--- config.mk ---
export PLATFORM = sky130hd
export DESIGN_NAME = gtfe_queue
export DESIGN_NICKNAME = d
export VERILOG_FILES = /design/src/gtfe_pkg.sv /design/src/gtfe_queue.sv
export SDC_FILE = /design/constraint.sdc
export NUM_CORES = 1
export LEC_CHECK = 0
export ABC_AREA = 1
export BUFFER_PORTS_ARGS = -buffer_cell sky130_fd_sc_hd__buf_4
export CORE_MARGIN = 2
export CORE_UTILIZATION = 49
export CTS_BUF_LIST = sky130_fd_sc_hd__clkbuf_8
export DETAILED_ROUTE_END_ITERATION = 8
export HOLD_SLACK_MARGIN = 0.12
export PLACE_DENSITY = 0.75
export SLEW_MARGIN = 10
export SYNTH_ARGS = -nofsm -noshare
export SYNTH_HDL_FRONTEND = slang
export SYNTH_SLANG_ARGS = --single-unit
--- constraint.sdc ---
create_clock -name clk -period 7.3 [get_ports clk]
set_input_delay 0 -clock clk [delete_from_list [all_inputs] [get_ports clk]]
set_output_delay 0 -clock clk [all_outputs]
set_load 0.005 [all_outputs]
--- src/gtfe_pkg.sv ---
`timescale 1ns / 1ps
`default_nettype none

package gtfe_pkg;

  // input item packing on the slave side
  localparam int IN_DATA_W  = 264;
  localparam int IN_USER_W  = 2;
  localparam int OUT_DATA_W = 72;
  localparam int OUT_USER_W = 2;

  // opcodes carried in the input tuser
  localparam logic [1:0] OP_ADD   = 2'd0;
  localparam logic [1:0] OP_LABEL = 2'd1;
  localparam logic [1:0] OP_STEP  = 2'd2;

  // result status codes
  localparam logic [1:0] ST_OK      = 2'd0;
  localparam logic [1:0] ST_NOMATCH = 2'd1;
  localparam logic [1:0] ST_FULL    = 2'd2;
  localparam logic [1:0] ST_BAD     = 2'd3;

  localparam logic [4:0] ACTIVE_RESET = 5'd16;

  typedef enum logic [1:0] {
    KIND_ADD,
    KIND_LABEL,
    KIND_STEP,
    KIND_BAD
  } kind_t;

  typedef enum logic [2:0] {
    B_IDLE,
    B_SCAN,
    B_LREAD,
    B_LDONE,
    B_EMIT
  } bst_t;

  typedef struct packed {
    kind_t       kind;
    logic [3:0]  src;
    logic [3:0]  dst;
    logic [63:0] data;
    logic [63:0] mask;
  } cmd_t;

  typedef struct packed {
    logic [1:0]  status;
    logic [3:0]  next_state;
    logic [2:0]  slot_used;
    logic [63:0] state_labels;
  } res_t;

endpackage

`default_nettype wire

--- src/gtfe_queue.sv ---
`timescale 1ns / 1ps
`default_nettype none

module gtfe_queue (
  input  wire logic           clk,
  input  wire logic           rst,
  input  wire logic           push_valid,
  output logic                push_ready,
  input  wire gtfe_pkg::cmd_t push_entry,
  output logic                pop_valid,
  input  wire logic           pop,
  output gtfe_pkg::cmd_t      pop_entry
);

  localparam int Depth = 2;
  localparam int PW    = $clog2(Depth);
  localparam int CntW  = $clog2(Depth + 1);

  gtfe_pkg::cmd_t  entries [Depth];
  logic [PW-1:0]   wr_ptr;
  logic [PW-1:0]   rd_ptr;
  logic [CntW-1:0] count;
  logic            do_push;
  logic            do_pop;

  assign push_ready = (count != CntW'(Depth));
  assign pop_valid  = (count != '0);
  assign do_push    = push_valid && push_ready;
  assign do_pop     = pop && pop_valid;
  assign pop_entry  = entries[rd_ptr];

  always_ff @(posedge clk) begin
    if (rst) begin
      wr_ptr <= '0;
      rd_ptr <= '0;
      count  <= '0;
    end else begin
      if (do_push) begin
        wr_ptr <= wr_ptr + PW'(1);
      end
      if (do_pop) begin
        rd_ptr <= rd_ptr + PW'(1);
      end
      if (do_push && !do_pop) begin
        count <= count + CntW'(1);
      end else if (do_pop && !do_push) begin
        count <= count - CntW'(1);
      end
    end
  end

  always_ff @(posedge clk) begin
    if (do_push) begin
      entries[wr_ptr] <= push_entry;
    end
  end

endmodule

`default_nettype wire

# Yosys cells after proc, flatten, opt, wreduce, memory -nomap -nowiden
# Memories as Yosys holds them, arrays and structs flattened. A register that Yosys moved wholly into a read port is not among the register bits.
# Cells that the tools add are included.
dict set report word_totals {
  ff_bits 4
  ramBits 276
  in_bits 142
  output_inout_bits 140
  n_memories 1
}
dict set report op_classes {
  addsub 4
  eq_ne 1
  muxes 6
  reduce_logical 8
}
# name words word_bits read_ports rd_ports_with_merged_regs write_ports line
set memory_table {}
lappend memory_table {entries 2 138 1 1 1 gtfe_queue.sv:19} ;# gtfe_pkg::cmd_t entries [Depth];
# cell n
set op_table {}
lappend op_table {{logical AND 1 bit} 4}
lappend op_table {{two-way mux 1 bit} 4}
lappend op_table {{two-way mux 2 bit} 2}
lappend op_table {{nonzero test 2 bit} 2}
lappend op_table {{adder 1 bit (second input constant)} 2}
lappend op_table {{adder 2 x 1 -> 2 bit (second input constant)} 1}
lappend op_table {{logical NOT 1 bit} 2}
lappend op_table {{inequality test 2 bit (second input constant)} 1}
lappend op_table {{subtractor 2 x 1 -> 2 bit (second input constant)} 1}

# Logic depth before layout (Yosys ltp)
dict set report logic_depth {
  word_depth 6
  mapped_depth 11
}

# Least setup slack after synthesis
# No wires, ideal clock.
dict set report synth_path {
  path_kind {register -> register}
  start {reg count[0]}
  end {mem entries[0][0] (netlist bit) (enable)}
  arrival_ns 6.295
  required_time_ns 6.663
  setup_slack_ns 0.368
  stages_incl_launch_ff 5
  path_buffers 0
  cell_sequence {dfxtp_1 inv_1 nand2_1 nand2_1 nor2_1}
}
dict set report synth_between {
  elab_chain_len 4
}
# item line
set synth_rtl {}
lappend synth_rtl {{start, declared} gtfe_queue.sv:22} ;# logic [CntW-1:0] count;
lappend synth_rtl {{start signal, assigned} gtfe_queue.sv:45} ;# count <= count + CntW'(1);
lappend synth_rtl {{start signal, assigned} gtfe_queue.sv:47} ;# count <= count - CntW'(1);
lappend synth_rtl {{inequality test 2 bit} gtfe_queue.sv:26} ;# assign push_ready = (count != CntW'(Depth));
lappend synth_rtl {{net push_ready} gtfe_queue.sv:8} ;# output logic push_ready,
lappend synth_rtl {{logical AND 1 bit} gtfe_queue.sv:28} ;# assign do_push = push_valid && push_ready;
lappend synth_rtl {{two-way mux 1 bit} gtfe_queue.sv:53} ;# if (do_push) begin
lappend synth_rtl {{two-way mux 1 bit (implied by the code)} gtfe_queue.sv:54} ;# entries[wr_ptr] <= push_entry;
lappend synth_rtl {{end, declared} gtfe_queue.sv:19}
# The timed path passes the listed nets, and every way through them passes these cells.

# Worst setup path in the final report
dict set report layout_path {
  start {reg count[0]}
  end {mem entries[0][126] (netlist bit) (enable)}
}
dict set report layout_between {
  elab_chain_len 4
}
# item line
set layout_rtl {}
lappend layout_rtl {{inequality test 2 bit} gtfe_queue.sv:26}
lappend layout_rtl {{logical AND 1 bit} gtfe_queue.sv:28}
lappend layout_rtl {{two-way mux 1 bit} gtfe_queue.sv:53}
lappend layout_rtl {{two-way mux 1 bit (implied by the code)} gtfe_queue.sv:54}
# No other way between the ends.

==> impl_metrics.env <==
export IMPL_tightest_slew_ns=0.9553
export IMPL_worstSetupEndpointType="flop"
export IMPL_first_global_vias=6759
export IMPL_power_frac_seq_pct=48.3
export IMPL_path_max_fanout=62
export IMPL_drtIter0Drc=247
export IMPL_port_buffers=281
export IMPL_hold_viol_final=0
export IMPL_track_usage_pct=20.98
export IMPL_hold_class="input port to flop"
export IMPL_antenna_left=0
export IMPL_finalNetCount=1069
export IMPL_cts_buffers=45
export IMPL_grt_overflow=0
export IMPL_initial_core_util_pct=50.30
export IMPL_yosysTopAreaCell="edfxtp_1"
export IMPL_synth_seq_cells=281
export IMPL_syn_num_nets=609
export IMPL_antenna_cells=0
export IMPL_final_common_cell="buf_4"
export IMPL_die_w_um=148.6
export IMPL_viasPerCell=4.899
export IMPL_syn_inst=466
export IMPL_cts_root_buf="clkbuf_8"
export IMPL_clock_skew_ns=0.01968
export IMPL_clk_latency_ns=0.54
export IMPL_antenna_found_initial=0
export IMPL_clk_path_buf_depth=3
export IMPL_fin_tns_setup_ns=0
export IMPL_period_needed_ns=3.238
export IMPL_rsz0062_at_grt="no"
export IMPL_drcViolationCount=0
export IMPL_die_h_um=148.6
export IMPL_cts_resized=0
export IMPL_final_core_util_pct=72.81
export IMPL_cp_required_ns=7.45
export IMPL_wl_per_cell_um=19.20
export IMPL_syn_avg_cell_area_um2=21.98
export IMPL_synth_area_leaders="edfxtp_1, mux2_2, buf_6"
export IMPL_syn_cell_area_um2=10240
export IMPL_fin_crit_sh_pct=44.36
export IMPL_p_leak_nw=5.645
export IMPL_dpl_hpwl_um=13450
export IMPL_mostFrequentLayoutCells="buf_4, edfxtp_1, dlygate4sd3_1, mux2_2, clkbuf_8"
export IMPL_p_comb_share_pct=24.0
export IMPL_cts_sinks=281
export IMPL_cts_tree="yes"
export IMPL_vias=6035
export IMPL_rr_startpoint="count[0]$_SDFFE_PP0P_"
export IMPL_ys_types=13
export IMPL_fmax_ghz=0.3088
export IMPL_hold_buffers=142
export IMPL_die_area_um2=22080
export IMPL_rows=52
export IMPL_cp_start_kind="flop"
export IMPL_pwr_share_clk_pct=27.7
export IMPL_first_pass_iters=4
export IMPL_synth_warnings=0
export IMPL_p_int_mw=3.273
export IMPL_min_from="push_entry[111]"
export IMPL_grt_max_degree=73
export IMPL_io_pins=282
export IMPL_irDropWorstVdd_uv=209.6
export IMPL_power_switching_mw=1.149
export IMPL_slew_violations=0
export IMPL_yosysSeqAreaShare_pct=81.89
export IMPL_maxCapViolCount=0
export IMPL_drive_gt1_share_pct=50.31
export IMPL_slew_limit_headroom_pct=36.31
export IMPL_htreeDepth=2
export IMPL_clk_pin_slew_ns=0.07
export IMPL_postCtsSetupRepairBufs=0
export IMPL_power_density_nw_per_um2=298.2
export IMPL_outcome="finished clean"
export IMPL_crit_start="count[0]$_SDFFE_PP0P_"
export IMPL_arrival_ns=3.39
export IMPL_area_delta_synth_final_pct=44.75
export IMPL_synth_top_area_share_pct=80.91
export IMPL_n_fill_cell=1170
export IMPL_setup_viol=0
export IMPL_gp_congestion=0.7605
export IMPL_crit_type="flop to flop"
export IMPL_switching_share_pct=25.99
export IMPL_core_um2=20360
export IMPL_routed_wl_um=23650
export IMPL_grt_pass1_wl_um=35530
-- power groups by stage --
stage / combinational [mW] / clock [mW] / sequential (mW)
5_1_grt: 1.13 / 1.32 / 2.16
3_3_place_gp: 0.957 / 0 / 2.15
4_1_cts: 1.05 / 1.24 / 2.14
2_1_floorplan: 0.528 / 0 / 2.16
6_report: 1.06 / 1.23 / 2.14
3_5_place_dp: 0.977 / 0 / 2.17
-- final timing paths --
path	endpoint	cells after the start	slack, ns
worst min register to register	wr_ptr$_SDFFE_PP0P_	2	0.55
worst max-delay path	entries[0][126]$_DFFE_PP_	6	4.06
worst max register to register	entries[0][126]$_DFFE_PP_	6	4.06
worst min-delay path	entries[1][111]$_DFFE_PP_	2	0.18
-- synthesized netlist by cell type --
| cell type | number |
|---|---|
| inv_1 | 8 |
| dfxtp_1 | 5 |
| mux2_2 | 138 |
| nand3_1 | 2 |
| a21oi_1 | 2 |
| ha_1 | 1 |
| buf_2 | 1 |
| nand2_1 | 9 |
| nand4_1 | 1 |
| edfxtp_1 | 276 |
| o21ai_0 | 2 |
| buf_6 | 14 |
| nor2_1 | 7 |
-- cell families (layout without fill, tap and decap cells) --
logic type / after synthesis / in the layout / synth area share (%)
AND/OR/NAND/NOR: 19 / 19 / 0.7452
multiplexers: 138 / 138 / 15.17
adder cells (fa/ha/maj): 1 / 1 / 0.1221
flip-flops: 281 / 281 / 81.89
AO/OA/AOI/OAI: 4 / 4 / 0.1954
buffers and inverters: 23 / 519 / 1.881
-- metal layers --
metal  routed length (µm)  global-route usage (%)
met4                  672                   8.143
met2                13060                   39.91
met5                    0                       0
met1                 8226                   22.23
met3                 1694                   5.184
-- sequential cells by signal, summed over array words and instances (netlist names), named ones only --
name and flops:
count 2, entries 276, wr_ptr 1, rd_ptr 1
-- area by class of cell --
type                    count  area [µm²]  area share, %
clock buffers              47       646.9          4.362
clock inverters            36       175.2          1.181
inverters                   8       30.03         0.2025
multi-input cells         162        1678          11.32
flip-flops and latches    281        8392          56.59
well taps                 270       337.8          2.278
repair buffers            428        3568          24.07
-- metrics by stage --
| stage | hold slack, ns | setup slack (ns) | power, mW | cell area, µm² | cells |
|---|---|---|---|---|---|
| 2_1_floorplan | 0.09887 | 0.3681 | 2.687 | 10240 | 466 |
| 3_3_place_gp | 0.1851 | 4.255 | 3.108 | 12580 | 1007 |
| 3_5_place_dp | 0.1879 | 4.068 | 3.146 | 12580 | 1007 |
| 4_1_cts | 0.1458 | 4.054 | 4.430 | 14830 | 1232 |
| 5_1_grt | 0.1590 | 3.826 | 4.605 | 14830 | 1232 |
| 6_report | 0.1806 | 4.062 | 4.422 | 14830 | 1232 |
-- critical path, cell delays in order (launching register included) --
cell	delay (ns)
dfxtp_1	0.33
inv_1	0.10
nand2_1	0.12
nand2_1	0.18
nor2_4	0.55
buf_4	0.71
buf_4	0.78
Note: power is estimated with default switching activity, not from simulation.
