$ cat config.mk
export PLATFORM = sky130hd
export DESIGN_NAME = gtfe_front
export DESIGN_NICKNAME = d
export VERILOG_FILES = /design/src/gtfe_pkg.sv /design/src/gtfe_front.sv
export SDC_FILE = /design/constraint.sdc
export NUM_CORES = 1
export LEC_CHECK = 0
export ABC_AREA = 1
export ABC_CLOCK_PERIOD_IN_PS = 2900
export CAP_MARGIN = 20
export CORE_AREA = 2 2 161 163
export CTS_CLUSTER_SIZE = 8
export DETAILED_ROUTE_END_ITERATION = 10
export DIE_AREA = 0 0 163 165
export DONT_BUFFER_PORTS = 1
export HOLD_SLACK_MARGIN = 0.06
export PLACE_DENSITY = 0.3
export RECOVER_POWER = 25
export SYNTH_ARGS = -nofsm -noshare
export SYNTH_HDL_FRONTEND = slang
export SYNTH_SLANG_ARGS = --single-unit
$ cat constraint.sdc
create_clock -name clk -period 2.9 [get_ports clk]
set_input_delay 0.725 -clock clk [delete_from_list [all_inputs] [get_ports clk]]
set_output_delay 0.725 -clock clk [all_outputs]
set_load 0.02 [all_outputs]
$ cat src/gtfe_pkg.sv
`timescale 1ns / 1ps
`default_nettype none

package gtfe_pkg;

  // input item packing on the slave side
  localparam int IN_DATA_W  = 264;
  localparam int IN_USER_W  = 2;
  localparam int OUT_DATA_W = 72;
  localparam int OUT_USER_W = 2;

  // opcodes carried in the input tuser
  localparam logic [1:0] OP_ADD   = 2'd0;
  localparam logic [1:0] OP_LABEL = 2'd1;
  localparam logic [1:0] OP_STEP  = 2'd2;

  // result status codes
  localparam logic [1:0] ST_OK      = 2'd0;
  localparam logic [1:0] ST_NOMATCH = 2'd1;
  localparam logic [1:0] ST_FULL    = 2'd2;
  localparam logic [1:0] ST_BAD     = 2'd3;

  localparam logic [4:0] ACTIVE_RESET = 5'd16;

  typedef enum logic [1:0] {
    KIND_ADD,
    KIND_LABEL,
    KIND_STEP,
    KIND_BAD
  } kind_t;

  typedef enum logic [2:0] {
    B_IDLE,
    B_SCAN,
    B_LREAD,
    B_LDONE,
    B_EMIT
  } bst_t;

  typedef struct packed {
    kind_t       kind;
    logic [3:0]  src;
    logic [3:0]  dst;
    logic [63:0] data;
    logic [63:0] mask;
  } cmd_t;

  typedef struct packed {
    logic [1:0]  status;
    logic [3:0]  next_state;
    logic [2:0]  slot_used;
    logic [63:0] state_labels;
  } res_t;

endpackage

`default_nettype wire

$ cat src/gtfe_front.sv
`timescale 1ns / 1ps
`default_nettype none

module gtfe_front #(
  parameter int MAX_STATES  = 16,
  parameter int INPUT_WIDTH = 64
) (
  input  wire logic                           clk,
  input  wire logic                           rst,
  input  wire logic                           cfg_we,
  input  wire logic [4:0]                     cfg_wdata,
  input  wire logic                           s_valid,
  output logic                                s_ready,
  input  wire logic [gtfe_pkg::IN_USER_W-1:0] s_user,
  input  wire logic [gtfe_pkg::IN_DATA_W-1:0] s_data,
  output logic                                push_valid,
  input  wire logic                           push_ready,
  output gtfe_pkg::cmd_t                      push_entry
);

  localparam logic [63:0] ValMask = {64{1'b1}} >> (64 - INPUT_WIDTH);

  logic [4:0]  active;
  logic [3:0]  src;
  logic [3:0]  dst;
  logic [63:0] guard;
  logic [63:0] care;
  logic [63:0] labels;
  logic [63:0] inbits;
  logic        src_ok;
  logic        dst_ok;

  function automatic logic state_ok(input logic [3:0] s, input logic [4:0] act);
    state_ok = ({1'b0, s} < act) && (32'(s) < 32'(MAX_STATES));
  endfunction

  always_ff @(posedge clk) begin
    if (rst) begin
      active <= gtfe_pkg::ACTIVE_RESET;
    end else if (cfg_we) begin
      active <= cfg_wdata;
    end
  end

  assign src    = s_data[3:0];
  assign dst    = s_data[7:4];
  assign guard  = s_data[71:8];
  assign care   = s_data[135:72];
  assign labels = s_data[199:136];
  assign inbits = s_data[263:200];

  assign src_ok = state_ok(src, active);
  assign dst_ok = state_ok(dst, active);

  // classify and trim to the compared input width
  always_comb begin
    push_entry.src  = src;
    push_entry.dst  = dst;
    push_entry.mask = care & ValMask;
    push_entry.data = '0;
    push_entry.kind = gtfe_pkg::KIND_BAD;
    unique case (s_user)
      gtfe_pkg::OP_ADD: begin
        push_entry.data = guard & ValMask;
        push_entry.kind = (src_ok && dst_ok) ? gtfe_pkg::KIND_ADD : gtfe_pkg::KIND_BAD;
      end
      gtfe_pkg::OP_LABEL: begin
        push_entry.data = labels;
        push_entry.kind = src_ok ? gtfe_pkg::KIND_LABEL : gtfe_pkg::KIND_BAD;
      end
      gtfe_pkg::OP_STEP: begin
        push_entry.data = inbits & ValMask;
        push_entry.kind = src_ok ? gtfe_pkg::KIND_STEP : gtfe_pkg::KIND_BAD;
      end
      default: begin
        push_entry.kind = gtfe_pkg::KIND_BAD;
      end
    endcase
  end

  assign push_valid = s_valid;
  assign s_ready    = push_ready;

endmodule

`default_nettype wire

Word level (Yosys, flattened, before mapping)
Cells that the tools add are included.
W data, S select, Z words.
{ "totals": {"ff_bits": 5, "out_inout_bits": 140, "in_bits": 276} }
{ "op_classes": {"mux": 5, "n_lt_le_gt_ge": 2, "n_reduce_logical": 2, "n_eq_ne": 2} }
{ "ops": {"columns": ["cell", "count"], "rows": [
  ["$pmux W64 S3", 1],
  ["$lt A4 B5 Y1", 2],
  ["$pmux W2 S3", 1],
  ["$mux W2", 2],
  ["$eq A2 B1 Y1 const B", 1],
  ["$eq A2 B2 Y1 const B", 1],
  ["$logic_not A2 Y1", 1],
  ["$logic_and A1 B1 Y1", 1],
  ["$mux W1", 1]
]} }

Depth between registers and ports, before layout
Gate-level depths: netlist of run 1.
{ "logic_depth": {"word_depth": 4, "ltp_mapped": 8, "depth_no_buf": 8} }

Worst setup path before layout of run 1
No wires, ideal clock.
{ "synth_timing": {"path_kind": "input -> output", "from": "input port s_data[7] (netlist bit)", "to": "output port push_entry[136] (netlist bit)", "t_required_ns": 2.175, "cell_stages": 7, "arrival_ns": 1.478, "slack_ns": 0.697, "path_cell_list": "ha_1 > inv_1 > nor2_1 > nand3_1 > nand3_1 > nand2_1 > nand2_1"} }
{ "synth_rtl": {"columns": ["element", "line", "source"], "rows": [
  ["start, declared", "gtfe_front.sv:15", "input wire logic [gtfe_pkg::IN_DATA_W-1:0] s_data,"],
  ["end, declared", "gtfe_front.sv:18", "output gtfe_pkg::cmd_t push_entry"]
]} }

==> out/results.ini, run 1 <==
[outcome]
outcome = finished, final reports clean

[power_and_ir_drop]
seqPwrFrac = 0.124
switching_power_uw = 285.9
p_int_uw = 331.7
comb_power_share = 0.507
power_leakage_uw = 0.0008232
ir_drop_v = 0.0002798
powerDensity_nw_per_um2 = 288.0
p_sw_frac = 0.4629
power_frac_clock = 0.370

[cells_and_area]
regMostFlops = active
final_layout_size_suffix_gt1_frac = 0.03647
utilization = 0.08566
fill_cells = 2970
design_area_um2 = 2145
syn2layout_area_growth_pct = -10.82
insertedDiodeCount = 0
largest_reg_flops = 5
reg_top3 = active (5)
nets = 612

[die]
io_pins = 416
fp.dieArea_um2 = 26900
fp.dieH_um = 165
core_um2 = 25040
fp.dieW_um = 163
initial_core_util = 0.09605
rows = 58

[setup_path]
worstPathRequired_ns = 2.17
critPathMaxFanout = 67
critPathCaptureType = output pin
start_kind = primary input
worstPathArrival_ns = 1.72
critPathKind = primary input to output pin

[timing]
drv_slew = 0
period_share = 0.8426
setup_tns_ns = 0
finClkSkew_ns = 0
post-route-min-period_ns = 2.444
tightest_slew_ns = 0.4458
rsz0062_at_grt = false
setup_violations = 0
slew_headroom = 0.7028
max_freq_ghz = 0.4092
hold_viol = 0

[synthesis]
synth.mux.area_fraction = 0
synth_xor_area_frac = 0
synthAdderAreaFrac = 0.03122
synth_compound_area_frac = 0.01873
synthesis.nets = 709
synth-simple-area-share = 0.5468
synth_top_family_by_area = simple AND/OR/NAND/NOR gates
yosysSeqAreaShare = 0.04162
ys_ff_latch = 5
syn-cell-area_um2 = 2405
yosysUniqueCellTypes = 14
synth_area_per_cell_um2 = 5.632
yosysWarnings = 0
netlist_instances = 427

[place]
gp_routability_congestion = 0.6865
post-dp-hpwl_mm = 8.969
placed_area_um2 = 2066
port_buffers = 0

[clock_network]
clockRootBuffer = clkbuf_16
holdBufCountCts = 0
clk_latency_ns = 0.23
cts_resized = 0
post_cts_buffers = 0
cts.sinks = 5
cts_tree = yes
ctsLongestPathBuffers = 2
h-tree-depth = 1
clkTransAtPathRegs_ns = 0.03
numCtsBuffers = 3

[global_route]
grt_use_total = 0.06927
grt_pass1_wl_mm = 13.70
grt_max_degree = 68
grt_pass1_vias = 2157
antenna_found_initial = 0
grt_overflow_total = 0

[routing]
vias_per_cell = 4.041
vias = 2663
routed_wl_mm = 11.13
drc = 0
routedWlPerCell_um = 16.89
ant_nets = 0
first_pass_iters = 5
drt_iter0_markers = 175

[min_path]
hold_path_class = flop to flop

[job]
max_cap_viol_count = 0

## cells by family (layout without fill, tap and decap cells)
| logic type | count (synthesis) | count (layout) |
|---|---|---|
| AO/OA/AOI/OAI | 9 | 9 |
| flip-flops | 5 | 5 |
| AND/OR/NAND/NOR | 283 | 283 |
| buffers and inverters | 124 | 26 |
| adder cells (fa/ha/maj) | 6 | 6 |
## metrics by stage
| stage | std cells | total power [µW] | hold WS (ns) | worst slack, ns |
|---|---|---|---|---|
| global placement | 655 | 395.8 | 0.4810 | 0.5581 |
| detailed placement | 655 | 397.2 | 0.4909 | 0.5432 |
| global route | 659 | 661.7 | 0.5400 | 0.4362 |
| CTS | 659 | 627.8 | 0.4953 | 0.5410 |
| floorplan | 427 | 533.8 | 0.4594 | 0.6973 |
| finish | 659 | 617.6 | 0.4851 | 0.4563 |
## per-layer routing
layer,vias up,global-route usage,wire [µm],part of all wire
li1,1174,-,-,-
met1,1219,0.07668,3929,0.35
met2,221,0.1246,5563,0.50
met3,49,0.01281,1080,0.097
met4,0,0.03902,558,0.050
met5,-,0,0,0
## final timing paths
check	depth (start not counted)	from	slack, ns	to
hold reg to reg	2	active[3]$_SDFFE_PP0P_	0.49	active[3]$_SDFFE_PP0P_
setup / recovery	4	s_user[0]	0.46	push_entry[121]
setup reg to reg	2	active[4]$_SDFFE_PP1P_	2.26	active[4]$_SDFFE_PP1P_
hold / removal	2	active[3]$_SDFFE_PP0P_	0.49	active[3]$_SDFFE_PP0P_
## placed cells by master (no fill, tap or decap)
| master | n |
|---|---|
| inv_1 | 14 |
| a21oi_1 | 4 |
| o21ai_0 | 5 |
| nor2_4 | 1 |
| nand2_1 | 80 |
| clkbuf_16 | 3 |
| buf_12 | 1 |
| inv_2 | 2 |
| dfxtp_1 | 5 |
| nor2_1 | 6 |
| nand3_1 | 196 |
| buf_4 | 5 |
| ha_1 | 6 |
| clkbuf_1 | 1 |
## cell usage after synthesis
| library cell | number | area, µm² |
|---|---|---|
| nor2_1 | 6 | 22.52 |
| nand3_1 | 196 | 980.9 |
| clkbuf_1 | 1 | 3.750 |
| nor2_4 | 1 | 11.26 |
| ha_1 | 6 | 75.07 |
| buf_2 | 11 | 55.05 |
| dfxtp_1 | 5 | 100.1 |
| buf_4 | 88 | 660.6 |
| inv_1 | 14 | 52.55 |
| o21ai_0 | 5 | 25.02 |
| buf_6 | 8 | 90.09 |
| a21oi_1 | 4 | 20.02 |
| nand2_1 | 80 | 300.3 |
| inv_2 | 2 | 7.510 |
## layout make-up
type,instances,area [µm²],area share
Tap cell,330,412.9,0.1925
Inverter,16,60.06,0.02800
Clock buffer,4,78.83,0.03676
Multi-Input combinational cell,298,1435,0.6692
Sequential cell,5,100.1,0.04667
Timing Repair Buffer,6,57.56,0.02684
## power groups by stage
stage | registers (µW) | logic, µW | clock network [µW]
6_report | 76.3 | 313 | 228
4_1_cts | 76.3 | 320 | 231
3_5_place_dp | 77.3 | 320 | 0
3_3_place_gp | 77.3 | 319 | 0
2_1_floorplan | 76.6 | 457 | 0
5_1_grt | 77.0 | 346 | 238
## worst max-delay path, stage by stage
cell	delay, ns
inv_2	0.08
buf_4	0.36
nand3_1	0.21
nand3_1	0.27
No activity file was read; power rests on OpenSTA's default activity.
==> run 2: changes to the inputs <==
--- a/config.mk
+++ b/config.mk
@@ -6,7 +6,7 @@
 export NUM_CORES = 1
 export LEC_CHECK = 0
 export ABC_AREA = 1
-export ABC_CLOCK_PERIOD_IN_PS = 2900
+export ABC_CLOCK_PERIOD_IN_PS = 2500
 export CAP_MARGIN = 20
 export CORE_AREA = 2 2 161 163
 export CTS_CLUSTER_SIZE = 8
==> constraint.sdc (replaced) <==
create_clock -name clk -period 2.5 [get_ports clk]
set_input_delay 0.625 -clock clk [delete_from_list [all_inputs] [get_ports clk]]
set_output_delay 0.625 -clock clk [all_outputs]
set_load 0.02 [all_outputs]
==> run 2 against run 1 <==
  * Worst setup slack got worse by 0.10 ns
  * Final cell count grew 0.91%
  * Clock skew unchanged
  * Clock power up 13%
  * Sequential cell count unchanged
  * Design area up 3.3%
  * Die area unchanged
  * Via count down 0.30%
  * Largest power group unchanged
  * Clock-buffer cell count did not move
  * Highest routed layer unchanged
==> out/results.ini, run 2 (synthesis results as in run 1) <==
[clock_network]
cts.sinks = 5  ; unchanged
holdBufCountCts = 0  ; unchanged
h-tree-depth = 1  ; unchanged
ctsLongestPathBuffers = 2  ; unchanged
cts_tree = yes
numCtsBuffers = 3  ; unchanged
cts_resized = 0  ; unchanged
clkTransAtPathRegs_ns = 0.03  ; about the same
clk_latency_ns = 0.22  ; about the same
clockRootBuffer = clkbuf_16
post_cts_buffers = 0  ; unchanged

[power_and_ir_drop]
seqPwrFrac = 0.122  ; -0.002
powerDensity_nw_per_um2 = 328.5  ; +14%
switching_power_uw = 328.9  ; +15%
p_int_uw = 398.6  ; +20%
ir_drop_v = 0.0004533  ; +62%
p_sw_frac = 0.4521  ; -0.01082
power_frac_clock = 0.355  ; -0.015
comb_power_share = 0.523  ; +0.016
power_leakage_uw = 0.0008604  ; +4.5%

[timing]
finClkSkew_ns = 0  ; unchanged
setup_tns_ns = 0  ; unchanged
slew_headroom = 0.7706  ; +0.06776
tightest_slew_ns = 0.3441  ; -0.1016 ns
setup_violations = 0  ; unchanged
hold_viol = 0  ; unchanged
drv_slew = 0  ; unchanged
rsz0062_at_grt = false
setup_ws_ns = 0.3540  ; -0.1023 ns
holdWs_ns = 0.4920  ; +0.006841 ns
post-route-min-period_ns = 2.146
max_freq_ghz = 0.4660
period_share = 0.8584

[routing]
routedWlPerCell_um = 16.71  ; -1.1%
first_pass_iters = 5  ; unchanged
routed_wl_mm = 11.11  ; -0.17%
vias = 2655  ; -0.30%
drt_iter0_markers = 150  ; -14%
ant_nets = 0  ; unchanged
drc = 0  ; unchanged
vias_per_cell = 3.992  ; -1.2%

[die]
core_um2 = 25040  ; unchanged
io_pins = 416  ; unchanged
fp.dieArea_um2 = 26900  ; unchanged
rows = 58  ; unchanged
initial_core_util = 0.09605  ; unchanged
fp.dieH_um = 165  ; unchanged
fp.dieW_um = 163  ; unchanged

[cells_and_area]
fill_cells = 2984  ; +0.47%
final_layout_size_suffix_gt1_frac = 0.05373  ; +0.01726
reg_top3 = active (5)
syn2layout_area_growth_pct = -7.909
mostFrequentLayoutCell = nand3_1
insertedDiodeCount = 0  ; unchanged
largest_reg_flops = 5  ; unchanged
regMostFlops = active
fin_cells = 665  ; +0.91%
nets = 618  ; +0.98%
mostFrequentLayoutCells = 196 x nand3_1, 80 x nand2_1, 14 x inv_1, 9 x buf_4

[min_path]
hold_path_class = flop to flop

[setup_path]
critPathKind = primary input to output pin
start_kind = primary input
worstPathArrival_ns = 1.52  ; -0.20 ns
critPathCaptureType = output pin
critPathMaxFanout = 67  ; unchanged
worstPathRequired_ns = 1.88  ; -0.29 ns

[outcome]
outcome = finished, final reports clean

[place]
dp_cells = 661  ; +0.92%
port_buffers = 0  ; unchanged
post-dp-hpwl_mm = 9.000  ; +0.35%
detailedPlace.worstSlack_ns = 0.3591  ; -0.1840 ns
gp_routability_congestion = 0.6870  ; about the same

[global_route]
grt_pass1_vias = 2225  ; +3.2%
antenna_found_initial = 0  ; unchanged
grt_pass1_wl_mm = 13.86  ; +1.2%
grt_max_degree = 68  ; unchanged
grt_overflow_total = 0  ; unchanged
grt_use_total = 0.06905  ; -0.0002161

[job]
max_cap_viol_count = 0  ; unchanged

-- run 2: cell types whose count changed in the layout (fill, tap and decap cells not counted) --
cell / change
buf_4: +4
buf_12: +2
-- run 2: layer usage --
layer | GRT usage | vias up | share of wire
met4 | 0.03298 | 0 | 0.043
li1 | - | 1185 | -
met1 | 0.07501 | 1220 | 0.35
met3 | 0.01431 | 40 | 0.10
met2 | 0.1277 | 210 | 0.51
met5 | 0 | - | 0
-- run 2: path summary, 6_finish.rpt --
| path | from | to | slack (ns) | depth (start not counted) |
|---|---|---|---|---|
| max | s_user[1] | push_entry[66] | 0.35 | 4 |
| min | active[3]$_SDFFE_PP0P_ | active[3]$_SDFFE_PP0P_ | 0.49 | 2 |
| max reg2reg | active[4]$_SDFFE_PP1P_ | active[4]$_SDFFE_PP1P_ | 1.84 | 2 |
| min reg2reg | active[3]$_SDFFE_PP0P_ | active[3]$_SDFFE_PP0P_ | 0.49 | 2 |
-- run 2: final cells by class --
cell class | instances | area [µm²] | share of cell area
Multi-Input combinational cell | 298 | 1435 | 0.6480
Tap cell | 330 | 412.9 | 0.1864
Timing Repair Buffer | 12 | 127.6 | 0.05763
Sequential cell | 5 | 100.1 | 0.04520
Clock buffer | 4 | 78.83 | 0.03559
Inverter | 16 | 60.06 | 0.02712
-- run 2: worst max-delay path, stage by stage --
cell and delay, ns:
inv_2 0.09, buf_4 0.32, nand3_1 0.17, nand3_1 0.23
-- run 2: per-stage QoR --
| stage | power [µW] | utilization | area (µm²) |
|---|---|---|---|
| 6_report | 727.4 | 0.08846 | 2215 |
| 5_1_grt | 781.4 | 0.08846 | 2215 |
| 4_1_cts | 741.2 | 0.08846 | 2215 |
| 3_5_place_dp | 477.3 | 0.08531 | 2136 |
| 3_3_place_gp | 478.0 | 0.08531 | 2136 |
| 2_1_floorplan | 619.2 | - | 2405 |
-- run 2: power groups by stage --
stage          clock [µW]  sequential (µW)  combinational, µW
6_report              258             88.7                381
5_1_grt               273             89.3                419
4_1_cts               264             88.9                388
3_5_place_dp            0             90.0                387
3_3_place_gp            0             89.9                388
2_1_floorplan           0             88.8                530
